$ cat config.mk
export PLATFORM = sky130hd
export DESIGN_NAME = i2c_display_byte_writer
export DESIGN_NICKNAME = d
export VERILOG_FILES = /design/src/rtl/i2cdw_pkg.sv /design/src/rtl/i2cdw_cfg.sv /design/src/rtl/i2cdw_seq.sv /design/src/rtl/i2c_display_byte_writer.sv
export SDC_FILE = /design/constraint.sdc
export NUM_CORES = 1
export LEC_CHECK = 0
export BUFFER_PORTS_ARGS = -buffer_cell sky130_fd_sc_hd__buf_2
export CAP_MARGIN = 20
export CORE_ASPECT_RATIO = 1.4
export CORE_MARGIN = 5
export CORE_UTILIZATION = 55
export CTS_BUF_LIST = sky130_fd_sc_hd__clkbuf_4 sky130_fd_sc_hd__clkbuf_8
export DETAILED_ROUTE_END_ITERATION = 6
export HOLD_SLACK_MARGIN = 0.06
export PLACE_DENSITY = 0.74
export SYNTH_ARGS = -nofsm -noshare
export SYNTH_HDL_FRONTEND = slang
export SYNTH_SLANG_ARGS = --single-unit
$ cat constraint.sdc
create_clock -name clk -period 4.6 [get_ports clk]
set_input_delay 0.92 -clock clk [delete_from_list [all_inputs] [get_ports clk]]
set_output_delay 0.92 -clock clk [all_outputs]
set_load 0.01 [all_outputs]
$ cat src/rtl/i2cdw_pkg.sv
// i2cdw_pkg: types, codes and helpers shared by the I2C display byte writer.
// No dependencies.
package i2cdw_pkg;

  localparam int unsigned CFG_ADDR_W = 2;
  localparam int unsigned DELAY_W    = 11;

  // configuration register indexes
  localparam logic [CFG_ADDR_W-1:0] CFG_DEVICE_ADDRESS = 2'd0;
  localparam logic [CFG_ADDR_W-1:0] CFG_TICKS_PER_US   = 2'd1;
  localparam logic [CFG_ADDR_W-1:0] CFG_ACK_TIMEOUT    = 2'd2;

  // request codes
  localparam logic [1:0] REQ_TICK = 2'd0;
  localparam logic [1:0] REQ_CMD  = 2'd1;
  localparam logic [1:0] REQ_DATA = 2'd2;

  // control bytes sent ahead of the payload
  localparam logic [7:0] CTRL_CMD  = 8'h00;
  localparam logic [7:0] CTRL_DATA = 8'h40;

  // reset values of the configuration registers
  localparam logic [7:0] RST_DEVICE_ADDRESS = 8'h78;
  localparam logic [7:0] RST_TICKS_PER_US   = 8'd1;
  localparam logic [7:0] RST_ACK_TIMEOUT    = 8'd250;

  // bus delay lengths in microseconds
  localparam logic [2:0] US_0 = 3'd0;
  localparam logic [2:0] US_1 = 3'd1;
  localparam logic [2:0] US_2 = 3'd2;
  localparam logic [2:0] US_4 = 3'd4;

  typedef struct packed {
    logic [7:0] device_address;
    logic [7:0] ticks_per_us;
    logic [7:0] ack_timeout;
  } cfg_t;

  typedef struct packed {
    logic [1:0] req_type;
    logic [7:0] byte_value;
    logic       sda_in;
  } req_t;

  typedef struct packed {
    logic scl;
    logic sda_out;
    logic sda_drive;
    logic busy_res;
    logic done_res;
    logic ack_error;
  } res_t;

  // ticks of a delay of us microseconds, by shifts only
  function automatic logic [DELAY_W-1:0] delay_ticks(input logic [7:0] tpu,
                                                     input logic [2:0] us);
    logic [DELAY_W-1:0] d;
    d = '0;
    case (us)
      US_4:    d = {1'b0, tpu, 2'b00};
      US_2:    d = {2'b00, tpu, 1'b0};
      US_1:    d = {3'b000, tpu};
      default: d = '0;
    endcase
    return d;
  endfunction

endpackage

$ cat src/rtl/i2cdw_cfg.sv
// i2cdw_cfg: configuration registers of the I2C display byte writer.
// Depends on i2cdw_pkg.
module i2cdw_cfg
  import i2cdw_pkg::*;
(
  input  logic                  clk,
  input  logic                  rst_n,
  input  logic                  cfg_we,
  input  logic [CFG_ADDR_W-1:0] cfg_addr,
  input  logic [7:0]            cfg_wdata,
  output cfg_t                  cfg
);

  cfg_t cfg_r;

  always_ff @(posedge clk) begin
    if (!rst_n) begin
      cfg_r.device_address <= RST_DEVICE_ADDRESS;
      cfg_r.ticks_per_us   <= RST_TICKS_PER_US;
      cfg_r.ack_timeout    <= RST_ACK_TIMEOUT;
    end else if (cfg_we) begin
      unique case (cfg_addr)
        CFG_DEVICE_ADDRESS: cfg_r.device_address <= cfg_wdata;
        CFG_TICKS_PER_US:   cfg_r.ticks_per_us   <= cfg_wdata;
        CFG_ACK_TIMEOUT:    cfg_r.ack_timeout    <= cfg_wdata;
        default:            ; // index beyond the list: drop
      endcase
    end
  end

  assign cfg = cfg_r;

endmodule

$ cat src/rtl/i2cdw_seq.sv
// i2cdw_seq: bus sequencer state and the one-tick update of the I2C writer.
// Depends on i2cdw_pkg.
module i2cdw_seq
  import i2cdw_pkg::*;
(
  input  logic clk,
  input  logic rst_n,
  input  logic step_en,
  input  req_t req,
  input  cfg_t cfg,
  output res_t res
);

  localparam logic [3:0] PH_IDLE  = 4'd0;
  localparam logic [3:0] PH_ST1   = 4'd1;
  localparam logic [3:0] PH_ST2   = 4'd2;
  localparam logic [3:0] PH_BSET  = 4'd3;
  localparam logic [3:0] PH_BHI   = 4'd4;
  localparam logic [3:0] PH_BLO   = 4'd5;
  localparam logic [3:0] PH_ASET  = 4'd6;
  localparam logic [3:0] PH_AHI   = 4'd7;
  localparam logic [3:0] PH_AWAIT = 4'd8;
  localparam logic [3:0] PH_SPL   = 4'd9;
  localparam logic [3:0] PH_SPH   = 4'd10;
  localparam logic [3:0] PH_SPL_E = 4'd11;
  localparam logic [3:0] PH_SPH_E = 4'd12;

  logic [3:0]         phase_r, phase_nxt;
  logic [1:0]         slot_r, slot_nxt;
  logic [2:0]         bit_r, bit_nxt;
  logic [7:0]         shift_r, shift_nxt;
  logic [7:0]         payload_r, payload_nxt;
  logic               is_data_r, is_data_nxt;
  logic [DELAY_W-1:0] delay_r, delay_nxt;
  logic [7:0]         wait_r, wait_nxt;
  logic               scl_r, scl_nxt;
  logic               sda_r, sda_nxt;
  logic [1:0]         next_slot;
  logic [7:0]         next_byte;
  logic               done, err, released;

  // byte of the slot after the current one
  always_comb begin
    next_slot = slot_r + 2'd1;
    case (next_slot)
      2'd1:    next_byte = is_data_r ? CTRL_DATA : CTRL_CMD;
      default: next_byte = payload_r;
    endcase
  end

  always_comb begin
    phase_nxt   = phase_r;
    slot_nxt    = slot_r;
    bit_nxt     = bit_r;
    shift_nxt   = shift_r;
    payload_nxt = payload_r;
    is_data_nxt = is_data_r;
    delay_nxt   = delay_r;
    wait_nxt    = wait_r;
    scl_nxt     = scl_r;
    sda_nxt     = sda_r;
    done        = 1'b0;
    err         = 1'b0;
    if (phase_r == PH_IDLE) begin
      scl_nxt = 1'b1;
      sda_nxt = 1'b1;
      if (req.req_type == REQ_CMD || req.req_type == REQ_DATA) begin
        payload_nxt = req.byte_value;
        is_data_nxt = (req.req_type == REQ_DATA);
        slot_nxt    = 2'd0;
        bit_nxt     = 3'd0;
        wait_nxt    = 8'd0;
        phase_nxt   = PH_ST1;
        delay_nxt   = delay_ticks(cfg.ticks_per_us, US_4);
      end
    end else if (phase_r == PH_AWAIT) begin
      if (!req.sda_in) begin
        if (slot_r < 2'd2) begin
          slot_nxt  = next_slot;
          shift_nxt = next_byte;
          bit_nxt   = 3'd0;
          phase_nxt = PH_BSET;
          scl_nxt   = 1'b0;
          sda_nxt   = next_byte[7];
          delay_nxt = delay_ticks(cfg.ticks_per_us, US_2);
        end else begin
          phase_nxt = PH_SPL;
          scl_nxt   = 1'b0;
          sda_nxt   = 1'b0;
          delay_nxt = delay_ticks(cfg.ticks_per_us, US_4);
        end
      end else if (wait_r >= cfg.ack_timeout) begin
        phase_nxt = PH_SPL_E;
        scl_nxt   = 1'b0;
        sda_nxt   = 1'b0;
        delay_nxt = delay_ticks(cfg.ticks_per_us, US_4);
      end else begin
        wait_nxt = wait_r + 8'd1;
      end
    end else if (phase_r > PH_SPH_E) begin
      phase_nxt = PH_IDLE;
      scl_nxt   = 1'b1;
      sda_nxt   = 1'b1;
    end else if (delay_r > DELAY_W'(1)) begin
      delay_nxt = delay_r - DELAY_W'(1);
    end else begin
      unique case (phase_r)
        PH_ST1: begin
          phase_nxt = PH_ST2;
          scl_nxt   = 1'b1;
          sda_nxt   = 1'b0;
          delay_nxt = delay_ticks(cfg.ticks_per_us, US_4);
        end
        PH_ST2: begin
          slot_nxt  = 2'd0;
          shift_nxt = cfg.device_address;
          bit_nxt   = 3'd0;
          phase_nxt = PH_BSET;
          scl_nxt   = 1'b0;
          sda_nxt   = cfg.device_address[7];
          delay_nxt = delay_ticks(cfg.ticks_per_us, US_2);
        end
        PH_BSET: begin
          phase_nxt = PH_BHI;
          scl_nxt   = 1'b1;
          delay_nxt = delay_ticks(cfg.ticks_per_us, US_2);
        end
        PH_BHI: begin
          phase_nxt = PH_BLO;
          scl_nxt   = 1'b0;
          delay_nxt = delay_ticks(cfg.ticks_per_us, US_2);
        end
        PH_BLO: begin
          if (bit_r == 3'd7) begin
            phase_nxt = PH_ASET;
            scl_nxt   = 1'b0;
            sda_nxt   = 1'b1;
            delay_nxt = delay_ticks(cfg.ticks_per_us, US_1);
          end else begin
            bit_nxt   = bit_r + 3'd1;
            shift_nxt = {shift_r[6:0], 1'b0};
            phase_nxt = PH_BSET;
            scl_nxt   = 1'b0;
            sda_nxt   = shift_r[6];
            delay_nxt = delay_ticks(cfg.ticks_per_us, US_2);
          end
        end
        PH_ASET: begin
          phase_nxt = PH_AHI;
          scl_nxt   = 1'b1;
          sda_nxt   = 1'b1;
          delay_nxt = delay_ticks(cfg.ticks_per_us, US_1);
        end
        PH_AHI: begin
          wait_nxt  = 8'd0;
          phase_nxt = PH_AWAIT;
          scl_nxt   = 1'b1;
          sda_nxt   = 1'b1;
          delay_nxt = delay_ticks(cfg.ticks_per_us, US_0);
        end
        PH_SPL: begin
          phase_nxt = PH_SPH;
          scl_nxt   = 1'b1;
          sda_nxt   = 1'b1;
          delay_nxt = delay_ticks(cfg.ticks_per_us, US_4);
        end
        PH_SPL_E: begin
          phase_nxt = PH_SPH_E;
          scl_nxt   = 1'b1;
          sda_nxt   = 1'b1;
          delay_nxt = delay_ticks(cfg.ticks_per_us, US_4);
        end
        PH_SPH, PH_SPH_E: begin
          err       = (phase_r == PH_SPH_E);
          done      = 1'b1;
          phase_nxt = PH_IDLE;
          scl_nxt   = 1'b1;
          sda_nxt   = 1'b1;
          delay_nxt = '0;
        end
        default: phase_nxt = PH_IDLE;
      endcase
    end
  end

  always_ff @(posedge clk) begin
    if (!rst_n) begin
      phase_r   <= PH_IDLE;
      slot_r    <= 2'd0;
      bit_r     <= 3'd0;
      shift_r   <= 8'd0;
      payload_r <= 8'd0;
      is_data_r <= 1'b0;
      delay_r   <= '0;
      wait_r    <= 8'd0;
      scl_r     <= 1'b1;
      sda_r     <= 1'b1;
    end else if (step_en) begin
      phase_r   <= phase_nxt;
      slot_r    <= slot_nxt;
      bit_r     <= bit_nxt;
      shift_r   <= shift_nxt;
      payload_r <= payload_nxt;
      is_data_r <= is_data_nxt;
      delay_r   <= delay_nxt;
      wait_r    <= wait_nxt;
      scl_r     <= scl_nxt;
      sda_r     <= sda_nxt;
    end
  end

  assign released = (phase_nxt == PH_ASET) || (phase_nxt == PH_AHI) ||
                    (phase_nxt == PH_AWAIT);

  always_comb begin
    res.scl       = scl_nxt;
    res.sda_out   = released ? 1'b1 : sda_nxt;
    res.sda_drive = !released;
    res.busy_res  = (phase_nxt != PH_IDLE);
    res.done_res  = done;
    res.ack_error = err;
  end

endmodule

$ cat src/rtl/i2c_display_byte_writer.sv
// i2c_display_byte_writer: top level of the I2C display byte writer.
// Depends on i2cdw_pkg, i2cdw_cfg and i2cdw_seq.
//
//  channel | direction | handshake            | payload
//  --------+-----------+----------------------+----------------------------------
//  in      | in        | in_valid / in_stall  | req_type, byte_value, sda_in
//  out     | out       | out_valid / out_stall| scl, sda_out, sda_drive, busy_res,
//          |           |                      | done_res, ack_error
//  cfg     | in        | cfg_we               | cfg_addr, cfg_wdata
//
// One request per clock cycle is accepted while in_stall is low. Each request
// waits in the input register; its result is loaded into the result register.
// Each request is one bus tick; the sequencer update runs as the request
// moves from the input register into the result register.
// Reset (rst_n low, synchronous) empties both registers, idles the bus
// with SCL and SDA high and loads the configuration reset values.
// A stall on a valid result holds both registers if the input one is full; the
// input register takes a request while empty or the result one is free or read.
module i2c_display_byte_writer
  import i2cdw_pkg::*;
(
  input  logic                  clk,
  input  logic                  rst_n,
  input  logic                  in_valid,
  output logic                  in_stall,
  input  logic [1:0]            in_req_type,
  input  logic [7:0]            in_byte_value,
  input  logic                  in_sda_in,
  output logic                  out_valid,
  input  logic                  out_stall,
  output logic                  out_scl,
  output logic                  out_sda_out,
  output logic                  out_sda_drive,
  output logic                  out_busy_res,
  output logic                  out_done_res,
  output logic                  out_ack_error,
  input  logic                  cfg_we,
  input  logic [CFG_ADDR_W-1:0] cfg_addr,
  input  logic [7:0]            cfg_wdata
);

  cfg_t cfg;
  req_t req_r;
  logic in_valid_r;
  res_t res;
  res_t res_r;
  logic out_valid_r;
  logic advance;

  i2cdw_cfg u_cfg (
    .clk       (clk),
    .rst_n     (rst_n),
    .cfg_we    (cfg_we),
    .cfg_addr  (cfg_addr),
    .cfg_wdata (cfg_wdata),
    .cfg       (cfg)
  );

  // advance the held request into the result register when it has room
  assign advance  = in_valid_r && (!out_valid_r || !out_stall);
  assign in_stall = in_valid_r && !advance;

  i2cdw_seq u_seq (
    .clk     (clk),
    .rst_n   (rst_n),
    .step_en (advance),
    .req     (req_r),
    .cfg     (cfg),
    .res     (res)
  );

  // input register: take a request when empty or when the held one moves on
  always_ff @(posedge clk) begin
    if (!rst_n) begin
      in_valid_r <= 1'b0;
    end else if (!in_stall) begin
      in_valid_r <= in_valid;
    end
  end

  always_ff @(posedge clk) begin
    if (in_valid && !in_stall) begin
      req_r.req_type   <= in_req_type;
      req_r.byte_value <= in_byte_value;
      req_r.sda_in     <= in_sda_in;
    end
  end

  // result register: load on advance, drop once taken
  always_ff @(posedge clk) begin
    if (!rst_n) begin
      out_valid_r <= 1'b0;
    end else if (advance) begin
      out_valid_r <= 1'b1;
    end else if (!out_stall) begin
      out_valid_r <= 1'b0;
    end
  end

  always_ff @(posedge clk) begin
    if (advance) begin
      res_r <= res;
    end
  end

  assign out_valid     = out_valid_r;
  assign out_scl       = res_r.scl;
  assign out_sda_out   = res_r.sda_out;
  assign out_sda_drive = res_r.sda_drive;
  assign out_busy_res  = res_r.busy_res;
  assign out_done_res  = res_r.done_res;
  assign out_ack_error = res_r.ack_error;

endmodule

### After elaboration in Yosys (flattened, before gate mapping)

Cells that the tools add are included.

| cells by class | value |
|---|---|
| add/sub/neg operators | 4 |
| equality and inequality tests | 36 |
| order comparisons | 4 |
| muxes and demuxes | 73 |
| reduce and logical (&&, ||, !) cells | 38 |
| bitwise operators | 2 |

Operators by type and width:

| operator | number |
|---|---|
| 11-bit 2-to-1 mux | 7 |
| 8-bit 2-to-1 mux | 9 |
| 11-bit one-hot mux with 5 select lines | 1 |
| 7-bit 2-to-1 mux | 7 |
| 4-bit one-hot mux with 9 select lines | 1 |
| 4-bit 2-to-1 mux | 8 |
| 3-bit 2-to-1 mux | 9 |
| 4-bit by 3-bit equality test with 1-bit output (second input constant) | 6 |
| 4-bit equality test (second input constant) | 6 |
| 1-bit 2-to-1 mux | 17 |
| 2-bit 2-to-1 mux | 8 |
| 8-bit AND reduction | 2 |
| 3-bit by 2-bit != test with 1-bit output (second input constant) | 5 |
| 7-bit one-hot mux with 2 select lines | 1 |
| 7-bit AND reduction | 2 |
| 3-bit OR reduction | 4 |
| 11-bit by 1-bit greater-than comparator with 1-bit output (second input constant) | 1 |
| 11-bit by 1-bit subtractor with 11-bit output (second input constant) | 1 |
| 10-bit 2-to-1 mux | 1 |
| 9-bit 2-to-1 mux | 1 |
| 3-bit nonzero test | 3 |
| 8-bit by 1-bit adder with 8-bit output (second input constant) | 1 |
| 4-bit by 2-bit equality test with 1-bit output (second input constant) | 2 |
| 8-bit >= comparator | 1 |
| other kinds (32) | 53 |

| word-level totals | value |
|---|---|
| register bits after elaboration | 89 |

### Logic depth before layout (Yosys ltp)

| logic depth | value |
|---|---|
| depth after elaboration | 11 |
| depth in mapped cells | 10 |

### Cells and area by module

A second synthesis with hierarchy kept.

| unflattened totals | value |
|---|---|
| cells, all modules | 575 |
| area total of the unflattened synthesis | 5092.4 um^2 |

By module, submodules not included:

| module | cells each | area each (um^2) | instances | sequential area each (um^2) |
|---|---|---|---|---|
| i2cdw_seq | 453 | 3528.4 | 1 | 920.9 |
| i2cdw_cfg | 97 | 969.7 | 1 | 480.5 |
| i2c_display_byte_writer | 25 | 594.3 | 1 | 550.5 |

### Least setup slack after synthesis

Ideal clock, no wire load.

| timing path | value |
|---|---|
| path type | flip-flop to flip-flop |
| from | register u_seq.delay_r[3] |
| to | register res_r, in the netlist out_sda_out (data pin) |
| period minus slack after synthesis | 2.707 ns |
| setup slack | 1.893 ns |
| stages on the path, launching flop included | 9 |
| library setup time | 0.259 ns |
| path buffers | 2 |
| arrival | 2.448 ns |
| path through | dfxtp_1 -> or4_1 -> buf_2 -> nor4_4 -> buf_2 -> nand2_1 -> o32a_1 -> and3_1 -> a211o_1 |

| on the way | value |
|---|---|
| cells in the longest elaborated chain, start to end | 8 |
| elaborated cells on any way between the ends | 14 |

RTL lines:

| element | line | RTL |
|---|---|---|
| from (decl) | i2cdw_seq.sv:34 | `logic [DELAY_W-1:0] delay_r, delay_nxt;` |
| from (signal assigned) | i2cdw_seq.sv:205 | `delay_r <= delay_nxt;` |
| 11-bit by 1-bit greater-than comparator with 1-bit output (*) | i2cdw_seq.sv:104 | `end else if (delay_r > DELAY_W'(1)) begin` |
| 4-bit 2-to-1 mux | i2cdw_seq.sv:104 |  |
| 4-bit 2-to-1 mux | i2cdw_seq.sv:100 | `end else if (phase_r > PH_SPH_E) begin` |
| 4-bit 2-to-1 mux | i2cdw_seq.sv:76 | `end else if (phase_r == PH_AWAIT) begin` |
| 4-bit 2-to-1 mux | i2cdw_seq.sv:64 | `if (phase_r == PH_IDLE) begin` |
| 4-bit by 3-bit equality test with 1-bit output | i2cdw_seq.sv:212 | `assign released = (phase_nxt == PH_ASET) \|\| (phase_nxt == PH_AHI) \|\|` |
| 1-bit logical OR (2 in series) | i2cdw_seq.sv:212 |  |
| to (signal assigned) | i2c_display_byte_writer.sv:102 | `res_r <= res;` |
| to (decl) | i2c_display_byte_writer.sv:46 | `res_t res_r;` |

Every way passes the cells marked *; elsewhere a longest branch is shown, timed or not.
A chain may end at the register's enable or synchronous reset.

### Worst setup path after layout

| timing path | value |
|---|---|
| from | register u_seq.delay_r[3] |
| to | register u_seq.wait_r[6] |

| on the way | value |
|---|---|
| cells in the longest elaborated chain, start to end | 3 |

RTL lines:

| element | line | RTL |
|---|---|---|
| 11-bit by 1-bit greater-than comparator with 1-bit output | i2cdw_seq.sv:104 |  |
| 3-bit by 1-bit != test with 1-bit output (no source line) | -- |  |
| 7-bit AND reduction (no source line) | -- |  |
| to (signal assigned) | i2cdw_seq.sv:206 | `wait_r <= wait_nxt;` |
| to (decl) | i2cdw_seq.sv:35 | `logic [7:0] wait_r, wait_nxt;` |

Every way passes these cells.

==> out/results.ini <==
[cells_and_area]
nNetsFinal = 624
drive_above_1_share_pct = 11.9
final_area_um2 = 5400
area_delta_synth_final_pct = 9.54
fill_cells = 768
num_antenna_cells = 0

[sta]
slew-limit-headroom_pct = 32.1
final_max_slew_viol_count = 0
rsz0062_at_grt = false
hold_ws_ps = 466
finalSetupViolCount = 0
finalCritPeriodShare_pct = 71.6
finalClockSkew_ps = 17.3
fmax_ghz = 0.304
final.setup.tns_ps = 0
tightest_slew_ps = 1000
hold_violations = 0
final.min_clock_period_ps = 3290

[setup_path]
cp.arrival_ps = 3600
startpoint_type = register
cp.required_ps = 4910
worstSetupPathType = reg -> reg
critPathMaxFanout = 14
crit_path_end_kind = register

[global_route]
first_global_vias = 4219
antenna_found_initial = 0
grt_pass1_wl_mm = 20.6
grtUsageTotal_pct = 23.2
grt_max_degree = 41
overflow = 0

[cts]
post_cts_buffers = 0
clk_path_buf_depth = 2
cts_made_buffers = 9
cts_max_level = 3
cts_root_buffer = clkbuf_8
clk_latency_ps = 380
holdBufCountCts = 0
cts.sinks = 89
post_cts_resized = 0
cts_tree = built
clkTransAtPathRegs_ps = 90

[logic_synthesis]
synth.most_common_cell = dfxtp_1
ys_top_cells_by_area = dfxtp_1 29%, edfxtp_1 10%, mux2i_1 9.9%, nor2_1 4.2%, ha_1 4.1%
synthesis.nets = 609
syn_area_um2 = 4930
synth_common_cells = 72 x dfxtp_1, 55 x nor2_1, 49 x mux2i_1
yosysWarnings = 0
syn_inst = 567
yosysTopAreaCell = dfxtp_1
synth_top_area_share_pct = 29.2
ys_dominant_reg_cell = dfxtp_1
synth_cell_types = 67
synth_seq_cells = 89
synth-seq-area-share_pct = 39.6
avgSynthCellArea_um2 = 8.70
synth-edff-count = 17
async_flop_share_pct = 0

[drt]
vias = 4467
drc = 0
wl_per_cell_um = 18.3
dr.pass1.iters = 6
totalWireLength_mm = 12.7
antenna_left = 0
drt_first_iter_violations = 434
viasPerCell = 6.44

[die]
die_x_um = 90.0
core-area_um2 = 8870
die_h_um = 122
initial_core_util_pct = 55.6
rows = 41
ios = 34
die-area_um2 = 11000

[power_and_ir_drop]
power_frac_comb_pct = 23.4
internal_power_w = 0.00135
sw_frac_of_total_pct = 31.2
pwr-share-seq_pct = 44.4
p_leak_nw = 2.13
clkPwrFrac_pct = 32.1
power.density_nw_per_um2 = 362
power_switching_w = 0.000611
ir_drop_mv = 0.260

[flow_run]
maxCapViolations = 0

[placed_design]
port_buffers = 33
place_hpwl_mm = 9.04
post_dp_cell_area_um2 = 5170
gp_congestion = 0.939

[run_status]
status = complete, no violations

[worst_hold_path]
min_path_type = reg -> reg

routing by layer:
metal | up-vias | share of wire (%) | GRT usage [%]
li1 | 2117 | - | -
met1 | 2059 | 39 | 27.2
met2 | 231 | 48 | 38.7
met3 | 60 | 7.4 | 5.50
met4 | 0 | 5.1 | 13.8
met5 | - | 0 | 0
final cells by class:
cell class | instances | area (um^2) | area share, %
flip-flops and latches | 89 | 1950 | 36.1
inverters | 25 | 93.8 | 1.74
well taps | 107 | 134 | 2.48
clock buffers | 12 | 159 | 2.94
multi-input cells | 413 | 2740 | 50.7
repair buffers | 44 | 248 | 4.58
clock inverters | 4 | 76.3 | 1.41
metrics by stage:
step	power, W	worst slack, ps	utilization, %	instances
5_1_grt	0.00204	1080	60.9	694
2_1_floorplan	0.00122	1890	-	567
4_1_cts	0.00195	1320	60.9	694
3_5_place_dp	0.00133	1350	58.2	678
3_3_place_gp	0.00133	1400	58.2	678
6_report	0.00196	1310	60.9	694
final timing paths:
| kind | from | end | slack, ps | depth (start not counted) |
|---|---|---|---|---|
| hold / removal | u_cfg.cfg[2] | u_cfg.cfg[2] | 470 | 2 |
| hold reg to reg | u_cfg.cfg[2] | u_cfg.cfg[2] | 470 | 2 |
| setup reg to reg | u_seq.delay_r[3] | u_seq.wait_r[6] | 1310 | 6 |
| setup / recovery | u_seq.delay_r[3] | u_seq.wait_r[6] | 1310 | 6 |
layout by cell type (no fill, tap or decap), types with 7 or more instances in the layout:
cell type   n
dfxtp_1    72
nor2_1     55
mux2i_1    49
nand2_1    47
buf_2      33
a21oi_1    30
o21ai_0    25
nand3_1    25
inv_1      24
edfxtp_1   17
ha_1       16
o211ai_1   13
a211oi_1   12
clkbuf_8   11
buf_4      11
o22ai_1     9
or3_1       8
nand2b_1    8
nor3_1      7
cell families (layout without fill, tap and decap cells):
kind of cell               after synthesis  in the layout  share of synthesized area [%]
AOI/OAI and AO/OA                      148            148                           20.7
xor gates and xnor gates                 6              6                           1.07
adders and majority gates               16             16                           4.06
buffers and inverters                   65             85                           5.10
DFF                                     89             89                           39.6
muxes                                   50             50                           10.2
and+or+nand+nor                        193            193                           19.4
power groups by stage:
stage	registers [W]	logic, W	clock network (W)
2_1_floorplan	0.000871	0.000346	0
3_3_place_gp	0.000886	0.000440	0
3_5_place_dp	0.000887	0.000446	0
4_1_cts	0.000869	0.000449	0.000633
5_1_grt	0.000876	0.000497	0.000670
6_report	0.000870	0.000459	0.000630
critical path: stages (launching register included):
cell and delay, ps:
dfxtp_1 370, or4_1 700, nor4_4 710, a21oi_2 150
a2111o_1 590, or4_1 560, a21oi_1 140
flip-flops by register name (all words and copies together) (netlist names):
| register | count |
|---|---|
| u_seq.slot_r | 2 |
| u_cfg.cfg | 24 |
| out_sda_out | 1 |
| out_done_res | 1 |
| u_seq.bit_r | 3 |
| u_seq.wait_r | 8 |
| u_seq.delay_r | 11 |
| out_scl | 1 |
| req_r | 11 |
| u_seq.scl_r | 1 |
| out_ack_error | 1 |
| out_busy_res | 1 |
| u_seq.sda_r | 1 |
| u_seq.phase_r | 4 |
| out_valid | 1 |
| u_seq.is_data_r | 1 |
| out_sda_drive | 1 |
| u_seq.payload_r | 8 |
| u_seq.shift_r | 7 |
| in_valid_r | 1 |
Power figures use the tool's default switching activity.
